`src/rtl/core/ir_pulse_distance_decoder_assert.svh`:
```
// Assertion macros for the IR pulse-distance decoder.
`ifndef IR_PULSE_DISTANCE_DECODER_ASSERT_SVH
`define IR_PULSE_DISTANCE_DECODER_ASSERT_SVH

// Checked on every rising edge of clk, suspended while rst is high.
`define IRPD_ASSERT_CLK(label, prop, msg) \
  label: assert property (@(posedge clk) disable iff (rst) prop) else $error(msg);

// Checked on every rising edge of clk, reset included.
`define IRPD_ASSERT_ALWAYS(label, prop, msg) \
  label: assert property (@(posedge clk) prop) else $error(msg);

`endif

```
`src/rtl/core/irpd_pkg.sv`:
```
// Shared types and constants of the IR pulse-distance decoder.
package irpd_pkg;

  localparam int unsigned StampW = 8;
  localparam int unsigned ByteW  = 8;
  localparam int unsigned BitPosW = 3;
  localparam int unsigned CountW = 3;
  localparam int unsigned TickW  = 2;
  localparam int unsigned CfgIdxW = 2;
  localparam int unsigned CfgDataW = 8;
  localparam int unsigned OutDataW = 24;

  // register reset values
  localparam logic [ByteW-1:0] OneGapMinRst    = 8'd16;
  localparam logic [ByteW-1:0] OneGapMaxRst    = 8'd18;
  localparam logic [ByteW-1:0] LeaderGapMinRst = 8'd67;
  localparam logic [TickW-1:0] TimeoutTicksRst = 2'd2;

  localparam logic [BitPosW-1:0] BitLast = 3'd7;
  localparam logic [CountW-1:0]  ByteSat = 3'd4;
  localparam logic [CountW-1:0]  AddrByte = 3'd0;
  localparam logic [CountW-1:0]  CmdByte  = 3'd2;

  typedef enum logic [CfgIdxW-1:0] {
    CFG_ONE_GAP_MIN    = 2'd0,
    CFG_ONE_GAP_MAX    = 2'd1,
    CFG_LEADER_GAP_MIN = 2'd2,
    CFG_TIMEOUT_TICKS  = 2'd3
  } cfg_index_t;

  typedef enum logic {
    KIND_EDGE = 1'b0,
    KIND_TICK = 1'b1
  } item_kind_t;

  // result word, address in the lowest bits
  typedef struct packed {
    logic [4:0]        pad;
    logic [CountW-1:0] bytes_seen;
    logic [ByteW-1:0]  frame_command;
    logic [ByteW-1:0]  frame_address;
  } result_t;

endpackage

```
`src/rtl/core/ir_pulse_distance_decoder.sv`:
```
// IR pulse-distance (NEC style) frame decoder: edges and overflow ticks in, frames out.
// A frame result is registered into the output register, or into the skid entry while that register is held.
// Throughput: one request per cycle while the skid entry is empty; the state update is a single registered pass.
// A two-entry output stage (register plus skid) keeps input flowing while a result waits.
// Reset (rst, synchronous, active high): no frame, counters and holds zero,
// registers at 16 / 18 / 67 / 2, output stage empty.
module ir_pulse_distance_decoder (
  input  logic        clk,
  input  logic        rst,
  // configuration write port
  input  logic        cfg_we,
  input  logic [irpd_pkg::CfgIdxW-1:0]  cfg_index,
  input  logic [irpd_pkg::CfgDataW-1:0] cfg_data,
  // input stream
  input  logic        s_axis_tvalid,
  output logic        s_axis_tready,
  input  logic [7:0]  s_axis_tdata,   // [7:0] timer_stamp
  input  logic        s_axis_tuser,   // [0] cmd: 0 edge, 1 overflow tick
  // output stream
  output logic        m_axis_tvalid,
  input  logic        m_axis_tready,
  output logic [irpd_pkg::OutDataW-1:0] m_axis_tdata
  // m_axis_tdata: [7:0] frame_address, [15:8] frame_command, [18:16] bytes_seen, rest zero
);

  // configuration registers
  logic [irpd_pkg::ByteW-1:0] one_gap_min;
  logic [irpd_pkg::ByteW-1:0] one_gap_max;
  logic [irpd_pkg::ByteW-1:0] leader_gap_min;
  logic [irpd_pkg::TickW-1:0] timeout_ticks;

  // decoder state
  logic                          frame_active;
  logic [irpd_pkg::BitPosW-1:0]  bit_position;
  logic [irpd_pkg::CountW-1:0]   byte_count;
  logic [irpd_pkg::ByteW-1:0]    shift_byte;
  logic [irpd_pkg::ByteW-1:0]    address_hold;
  logic [irpd_pkg::ByteW-1:0]    command_hold;
  logic [irpd_pkg::StampW-1:0]   last_stamp;
  logic [irpd_pkg::TickW-1:0]    tick_count;

  logic                          frame_active_next;
  logic [irpd_pkg::BitPosW-1:0]  bit_position_next;
  logic [irpd_pkg::CountW-1:0]   byte_count_next;
  logic [irpd_pkg::ByteW-1:0]    shift_byte_next;
  logic [irpd_pkg::ByteW-1:0]    address_hold_next;
  logic [irpd_pkg::ByteW-1:0]    command_hold_next;
  logic [irpd_pkg::StampW-1:0]   last_stamp_next;
  logic [irpd_pkg::TickW-1:0]    tick_count_next;

  // output stage: main register and skid entry
  logic                out_valid;
  irpd_pkg::result_t   out_data;
  logic                skid_valid;
  irpd_pkg::result_t   skid_data;

  logic                in_fire;
  logic                out_fire;
  logic                emit;
  irpd_pkg::result_t   result;
  irpd_pkg::item_kind_t kind;

  logic [irpd_pkg::StampW-1:0] gap;
  logic                        gap_is_one;
  logic [irpd_pkg::ByteW-1:0]  shift_set;

  assign kind     = irpd_pkg::item_kind_t'(s_axis_tuser);
  // only the skid entry being full stops the input
  assign s_axis_tready = !skid_valid;
  assign in_fire  = s_axis_tvalid && s_axis_tready;
  assign out_fire = out_valid && m_axis_tready;

  assign m_axis_tvalid = out_valid;
  assign m_axis_tdata  = out_data;

  // gap wraps modulo 256 with the timer
  assign gap        = s_axis_tdata - last_stamp;
  assign gap_is_one = (gap >= one_gap_min) && (gap <= one_gap_max);
  assign shift_set  = shift_byte |
                      (gap_is_one ? (irpd_pkg::ByteW'(1) << bit_position) : '0);

  always_comb begin
    frame_active_next = frame_active;
    bit_position_next = bit_position;
    byte_count_next   = byte_count;
    shift_byte_next   = shift_byte;
    address_hold_next = address_hold;
    command_hold_next = command_hold;
    last_stamp_next   = last_stamp;
    tick_count_next   = tick_count;
    emit              = 1'b0;

    result.pad           = '0;
    result.bytes_seen    = byte_count;
    result.frame_command = command_hold;
    result.frame_address = address_hold;

    if (in_fire) begin
      case (kind)
        irpd_pkg::KIND_EDGE: begin
          if (!frame_active) begin
            // frame start: stamp not recorded, shift byte and ticks kept
            frame_active_next = 1'b1;
            bit_position_next = '0;
            byte_count_next   = '0;
            address_hold_next = '0;
            command_hold_next = '0;
          end else begin
            if (gap < leader_gap_min) begin
              if (bit_position == irpd_pkg::BitLast) begin
                if (byte_count == irpd_pkg::AddrByte) begin
                  address_hold_next = shift_set;
                end else if (byte_count == irpd_pkg::CmdByte) begin
                  command_hold_next = shift_set;
                end
                if (byte_count < irpd_pkg::ByteSat) begin
                  byte_count_next = byte_count + 1'b1;
                end
                bit_position_next = '0;
                shift_byte_next   = '0;
              end else begin
                shift_byte_next   = shift_set;
                bit_position_next = bit_position + 1'b1;
              end
            end
            last_stamp_next = s_axis_tdata;
          end
        end
        irpd_pkg::KIND_TICK: begin
          if (frame_active) begin
            if (tick_count < timeout_ticks) begin
              tick_count_next = tick_count + 1'b1;
            end else begin
              // timeout: close the frame, holds stay until the next start
              emit              = 1'b1;
              frame_active_next = 1'b0;
              bit_position_next = '0;
              shift_byte_next   = '0;
              last_stamp_next   = '0;
              tick_count_next   = '0;
            end
          end
        end
        default: begin
        end
      endcase
    end
  end

  // configuration writes
  always_ff @(posedge clk) begin
    if (rst) begin
      one_gap_min    <= irpd_pkg::OneGapMinRst;
      one_gap_max    <= irpd_pkg::OneGapMaxRst;
      leader_gap_min <= irpd_pkg::LeaderGapMinRst;
      timeout_ticks  <= irpd_pkg::TimeoutTicksRst;
    end else if (cfg_we) begin
      case (irpd_pkg::cfg_index_t'(cfg_index))
        irpd_pkg::CFG_ONE_GAP_MIN:    one_gap_min    <= cfg_data;
        irpd_pkg::CFG_ONE_GAP_MAX:    one_gap_max    <= cfg_data;
        irpd_pkg::CFG_LEADER_GAP_MIN: leader_gap_min <= cfg_data;
        irpd_pkg::CFG_TIMEOUT_TICKS:  timeout_ticks  <= cfg_data[irpd_pkg::TickW-1:0];
        default: begin
        end
      endcase
    end
  end

  // decoder state
  always_ff @(posedge clk) begin
    if (rst) begin
      frame_active <= 1'b0;
      bit_position <= '0;
      byte_count   <= '0;
      shift_byte   <= '0;
      address_hold <= '0;
      command_hold <= '0;
      last_stamp   <= '0;
      tick_count   <= '0;
    end else begin
      frame_active <= frame_active_next;
      bit_position <= bit_position_next;
      byte_count   <= byte_count_next;
      shift_byte   <= shift_byte_next;
      address_hold <= address_hold_next;
      command_hold <= command_hold_next;
      last_stamp   <= last_stamp_next;
      tick_count   <= tick_count_next;
    end
  end

  // output register with skid: a new result goes straight out when the
  // main slot is empty or frees this cycle, else it parks in the skid entry
  always_ff @(posedge clk) begin
    if (rst) begin
      out_valid  <= 1'b0;
      skid_valid <= 1'b0;
    end else begin
      if (!out_valid || out_fire) begin
        if (skid_valid) begin
          out_valid  <= 1'b1;
          out_data   <= skid_data;
          skid_valid <= 1'b0;
        end else if (emit) begin
          out_valid <= 1'b1;
          out_data  <= result;
        end else begin
          out_valid <= 1'b0;
        end
      end else if (emit) begin
        skid_valid <= 1'b1;
        skid_data  <= result;
      end
    end
  end

  `include "ir_pulse_distance_decoder_assert.svh"

  `IRPD_ASSERT_ALWAYS(a_skid_behind_out, skid_valid |-> out_valid, "skid entry full while output empty")
  `IRPD_ASSERT_ALWAYS(a_idle_counters_clear, !frame_active |-> (bit_position == '0 && tick_count == '0 && last_stamp == '0), "counters not clear outside a frame")
  `IRPD_ASSERT_CLK(a_close_ends_frame, emit |=> (!frame_active && (out_valid || skid_valid)), "closing tick left frame open or lost the result")
  `IRPD_ASSERT_CLK(a_bytes_saturate, out_valid |-> (out_data.bytes_seen <= irpd_pkg::ByteSat), "byte count above saturation")

endmodule
```
`config.mk`:
```
export PLATFORM = sky130hd
export DESIGN_NAME = ir_pulse_distance_decoder
export DESIGN_NICKNAME = d
export VERILOG_FILES = /design/src/rtl/core/irpd_pkg.sv /design/src/rtl/core/ir_pulse_distance_decoder.sv
export VERILOG_INCLUDE_DIRS = /design/src /design/src/rtl/core
export SDC_FILE = /design/constraint.sdc
export NUM_CORES = 1
export LEC_CHECK = 0
export BUFFER_PORTS_ARGS = -buffer_cell sky130_fd_sc_hd__buf_4
export CAP_MARGIN = 20
export CORE_UTILIZATION = 55
export DETAILED_ROUTE_END_ITERATION = 8
export PLACE_DENSITY = 0.75
export SLEW_MARGIN = 20
export SYNTH_ARGS = -nofsm -noshare
export SYNTH_HDL_FRONTEND = slang
export SYNTH_SLANG_ARGS = --single-unit
```
`constraint.sdc`:
```
create_clock -name clk -period 4.93 [get_ports clk]
set_input_delay 0.7395 -clock clk [delete_from_list [all_inputs] [get_ports clk]]
set_output_delay 0.7395 -clock clk [all_outputs]
set_load 0.1 [all_outputs]
```
# Word-level counts from Yosys, hierarchy flattened
# Cells that the tools add are included.
[totals]
reg_bits = 107
inputBits = 24
out_inout_bits = 26
word_cells = 113
[op_classes]
add_sub_neg = 4
order_cmp = 5
n_eq_ne = 16
shift = 1
muxes = 40
bitwise_logic = 4
n_reduce_logical = 23
[ops]
columns = ["op", "n"]
rows = [
  ["two-way mux 8 bit", 16],
  ["two-way mux 19 bit", 2],
  ["one-hot mux 8 bit (2 select lines)", 2],
  ["two-way mux 3 bit", 9],
  ["AND reduction 5 bit", 3],
  ["!= test 2 x 1 -> 1 bit (second input constant)", 6],
  ["AND reduction 3 bit", 3],
  ["greater-or-equal comparator 8 bit", 1],
  ["less-or-equal comparator 8 bit", 1],
  ["< comparator 8 bit", 1],
  ["two-way mux 1 bit", 8],
  ["!= test 2 bit (second input constant)", 4],
  ["OR 8 bit", 1],
  ["AND reduction 2 bit", 4],
  ["AND reduction 4 bit", 2],
  ["left shift 1 x 3 -> 8 bit (first input constant)", 1],
  ["subtractor 8 bit", 1],
  ["adder 3 x 1 -> 3 bit (second input constant)", 2],
  ["one-hot mux 3 bit (2 select lines)", 1],
  ["AND reduction 6 bit", 1],
  ["== test 2 bit (second input constant)", 2],
  ["== test 3 x 2 -> 1 bit (second input constant)", 1],
  ["== test 3 bit (second input constant)", 1],
  ["logical AND 1 bit", 3],
  ["14 further kinds", 17],
]

# Longest topological paths before layout
[depth]
word_depth = 10
depth_mapped = 16
mapped_depth_nobuf = 16

# Worst setup path after synthesis
# No wires, ideal clock.
[synth_path]
kind = "input-to-reg"
startpoint = "input s_axis_tdata[0]"
endpoint = "register bit_position[1] (netlist name)"
setup_time_ns = 0.070
t_arrival_ns = 3.685
required_ns = 4.860
setup_slack_ns = 1.174
cell_stages = 16
path_cell_list = "inv_1 ha_1 inv_1 fa_1 a21o_1 a21oi_1 o21bai_1 a21oi_1 xnor2_1 ha_1 nand2_1 o21ai_0 a211oi_1 nor3_1 or4b_1 a21oi_1"
[synth_via]
elab_chain_cells = 4
[synth_rtl]
columns = ["item", "line", "text"]
rows = [
  ["from (decl)", "ir_pulse_distance_decoder.sv:17", "input logic [7:0] s_axis_tdata,"],
  ["subtractor 8 bit", "ir_pulse_distance_decoder.sv:77", "assign gap = s_axis_tdata - last_stamp;"],
  ["< comparator 8 bit", "ir_pulse_distance_decoder.sv:109", "if (gap < leader_gap_min) begin"],
  ["!= test 3 bit (no source line)", "-", ""],
  ["AND reduction 4 bit (no source line)", "-", ""],
  ["to (signal assigned)", "ir_pulse_distance_decoder.sv:182", "bit_position <= bit_position_next;"],
  ["to (decl)", "ir_pulse_distance_decoder.sv:34", "logic [irpd_pkg::BitPosW-1:0] bit_position;"],
]
# Every way passes these cells.
# A chain may end at the register's enable or synchronous reset.

# Worst setup path in the final report
# Same ends and word-level chain as after synthesis.

==> flow_summary.yaml <==
timing:
  maxSlewHeadroom_pct: 34.04
  min_period_ns: 3.847
  drv_slew: 0
  rsz0062_at_grt: "false"
  final_hold_viol_count: 0
  setup-tns-final_ns: 0
  fin_crit_sh_pct: 78.03
  worst_slew_pin_slew_ns: 0.9880
  setup_viol: 0
  timing.fmax_mhz: 260.0
  fin_skew_ns: 0.01473
critical_path:
  path_max_fanout: 5
  setup.worst_path.end_class: "flop"
  reg2reg_from: "last_stamp[0]$_SDFFE_PP0P_"
  worstRegToRegCells: 15
  arrival_ns: 4.16
  cp-start-kind: "input pin"
  worstPathRequired_ns: 5.25
  path_class: "input pin to flop"
  startpoint: "s_axis_tdata[0]"
place:
  hpwlAfterDp_microns: 6907
  io_buffers: 44
  gp_congestion: 0.9169
  placed_area_sq_um: 5358
  placedCellCount: 642
floorplan:
  design.die.area_sq_um: 9323
  top_level_ports: 50
  start_util_pct: 56.66
  core-area_sq_um: 8678
  die_width_microns: 96.56
  fp.dieH_microns: 96.56
  std_cell_rows: 34
synth:
  ys_seq_elements: 107
  synth_cells: 498
  syn_area_sq_um: 4917
  synth_most_common_cell: "dfxtp_1"
  syn_area_per_cell_sq_um: 9.874
  synthArstFlopShare_pct: 0
  ys_types: 44
  yosys_warnings: 0
  synth_edf_count: 38
  synth_flop_cell: "dfxtp_1"
  synth_seq_area_share_pct: 51.30
  synth.largest_area_cell: "dfxtp_1"
  yosysTopAreaCellShare_pct: 28.09
  synth_area_leaders: "dfxtp_1 28%, edfxtp_1 23%, ha_1 10%, a21oi_1 4.9%, nand2_1 4.8%"
  synthTopCellsByCount: "69 x dfxtp_1, 63 x nand2_1, 48 x a21oi_1, 48 x nor2_1, 41 x inv_1"
clocking:
  clockRootBuffer: "clkbuf_8"
  cts_max_level: 3
  cts_tree: "done"
  worstSkewPairLatency_ns: 0.38
  cts_sinks: 107
  path_clk_slew_ns: 0.10
  numCtsBuffers: 9
  cts.path.max_buffers: 2
  postCtsSetupBuffers: 0
  cts_resized: 0
  hold_buffers: 0
min_path:
  hold_path_class: "flop to flop"
  min_path_cells: 2
  min_from: "shift_byte[7]$_SDFFE_PP0P_"
final_layout:
  fin_nets: 610
  fin_cells: 658
  syn2layout_area_growth_pct: 12.88
  diodes: 0
  stdcell_area_sq_um: 5550
  drive_above_1_share_pct: 16.55
power_and_ir_drop:
  peakVddDrop_v: 0.0001433
  p_per_area_nw_per_um2: 298.7
  p_leak_uw: 0.002204
flow_run:
  cap_viol_max_count: 0
route:
  wl_microns: 9248
  drt-pass1-iter-count: 5
  drc: 0
  avgViaCountPerCell: 5.327
  drt_iter0_markers: 123
  drt.antenna.violating_nets: 0
  vias: 3505
  wire_per_inst_microns: 14.05
grt:
  grt_max_degree: 49
  antenna_found_initial: 0
  grtUsageTotal_pct: 21.61
  grt_pass1_wl_microns: 15410
  grt_pass1_vias: 3402
  grt_overflow: 0
status:
  outcome: "finished clean"
[sequential cells by signal, indices dropped and copies added, names as in the netlist]
signal	cells
timeout_ticks	2
skid_data	19
skid_valid	1
leader_gap_min	8
address_hold	8
one_gap_max	8
shift_byte	8
m_axis_tdata	19
one_gap_min	8
byte_count	3
last_stamp	8
bit_position	3
tick_count	2
command_hold	8
frame_active	1
m_axis_tvalid	1
[report_power, final]
| group | internal [uW] | total [uW] | switching (uW) |
|---|---|---|---|
| clock network | 197 | 528 | 331 |
| logic | 78.4 | 207 | 129 |
| registers | 917 | 923 | 5.97 |
[stage by stage]
stage	hold slack (ns)	setup slack [ns]	util [%]	total power, uW
after floorplan	0.4081	1.174	-	1092
after global placement	0.4157	0.8621	61.74	1142
after detailed placement	0.4189	0.6906	61.74	1149
after CTS	0.4339	1.068	63.96	1665
after global routing	0.4803	0.8048	63.96	1727
final	0.4365	1.083	63.96	1658
[final timing paths]
check,endpoint,slack [ns]
setup / recovery,bit_position[1]$_SDFFE_PP0P_,1.08
hold / removal,shift_byte[7]$_SDFFE_PP0P_,0.44
setup reg to reg,bit_position[1]$_SDFFE_PP0P_,1.24
hold reg to reg,shift_byte[7]$_SDFFE_PP0P_,0.44
[critical path, cell delays in order]
cell,delay [ns]
buf_4,0.11
inv_1,0.05
ha_1,0.13
inv_1,0.06
fa_1,0.40
a21o_1,0.17
a21oi_1,0.21
o21bai_1,0.09
a21oi_1,0.17
xnor2_1,0.21
ha_1,0.32
nand2_1,0.07
o21ai_0,0.20
a211oi_1,0.39
nor3_1,0.18
or4b_1,0.52
a21oi_1,0.14
[layer usage]
metal / up-vias / GRT usage, % / share of wire (%)
li1: 1802 / - / -
met3: 14 / 3.286 / 2.3
met5: - / 0 / 0
met2: 47 / 39.67 / 51
met1: 1642 / 25.11 / 44
met4: 0 / 8.333 / 1.9
[area by class of cell]
type | count | area, sq um
clock buffers | 9 | 123.9
clock inverters | 7 | 68.82
fillers | 742 | 3128
inverters | 41 | 153.9
multi-input cells | 337 | 2178
flip-flops and latches | 107 | 2522
well taps | 108 | 135.1
repair buffers | 49 | 367.9
[cells by family after synthesis]
kind of cell / synth area share, %
compound gates: 12.72
xor+xnor: 1.247
fa+ha+maj: 10.59
buf+inv: 4.835
flops: 51.30
mux: 4.911
other cells: 0.07626
simple gates: 14.33
[cells in the final DEF (no fill, tap or decap), types with 3 or more instances in the layout]
master    count
dfxtp_1      69
nand2_1      63
buf_4        49
a21oi_1      48
nor2_1       48
inv_1        41
ha_1         40
edfxtp_1     38
mux2_2       17
o21ai_1      16
o21ai_0      10
clkbuf_8      9
a31oi_1       8
a22oi_1       8
nand3b_1      7
nor2b_1       6
a21o_1        5
xnor2_1       5
mux2i_1       5
conb_1        5
nor3_1        4
nand2b_1      4
or2_2         4
nand3_1       4
o21bai_1      3
nand4_1       3
a211oi_1      3
Note: power is estimated with default switching activity, not from simulation.
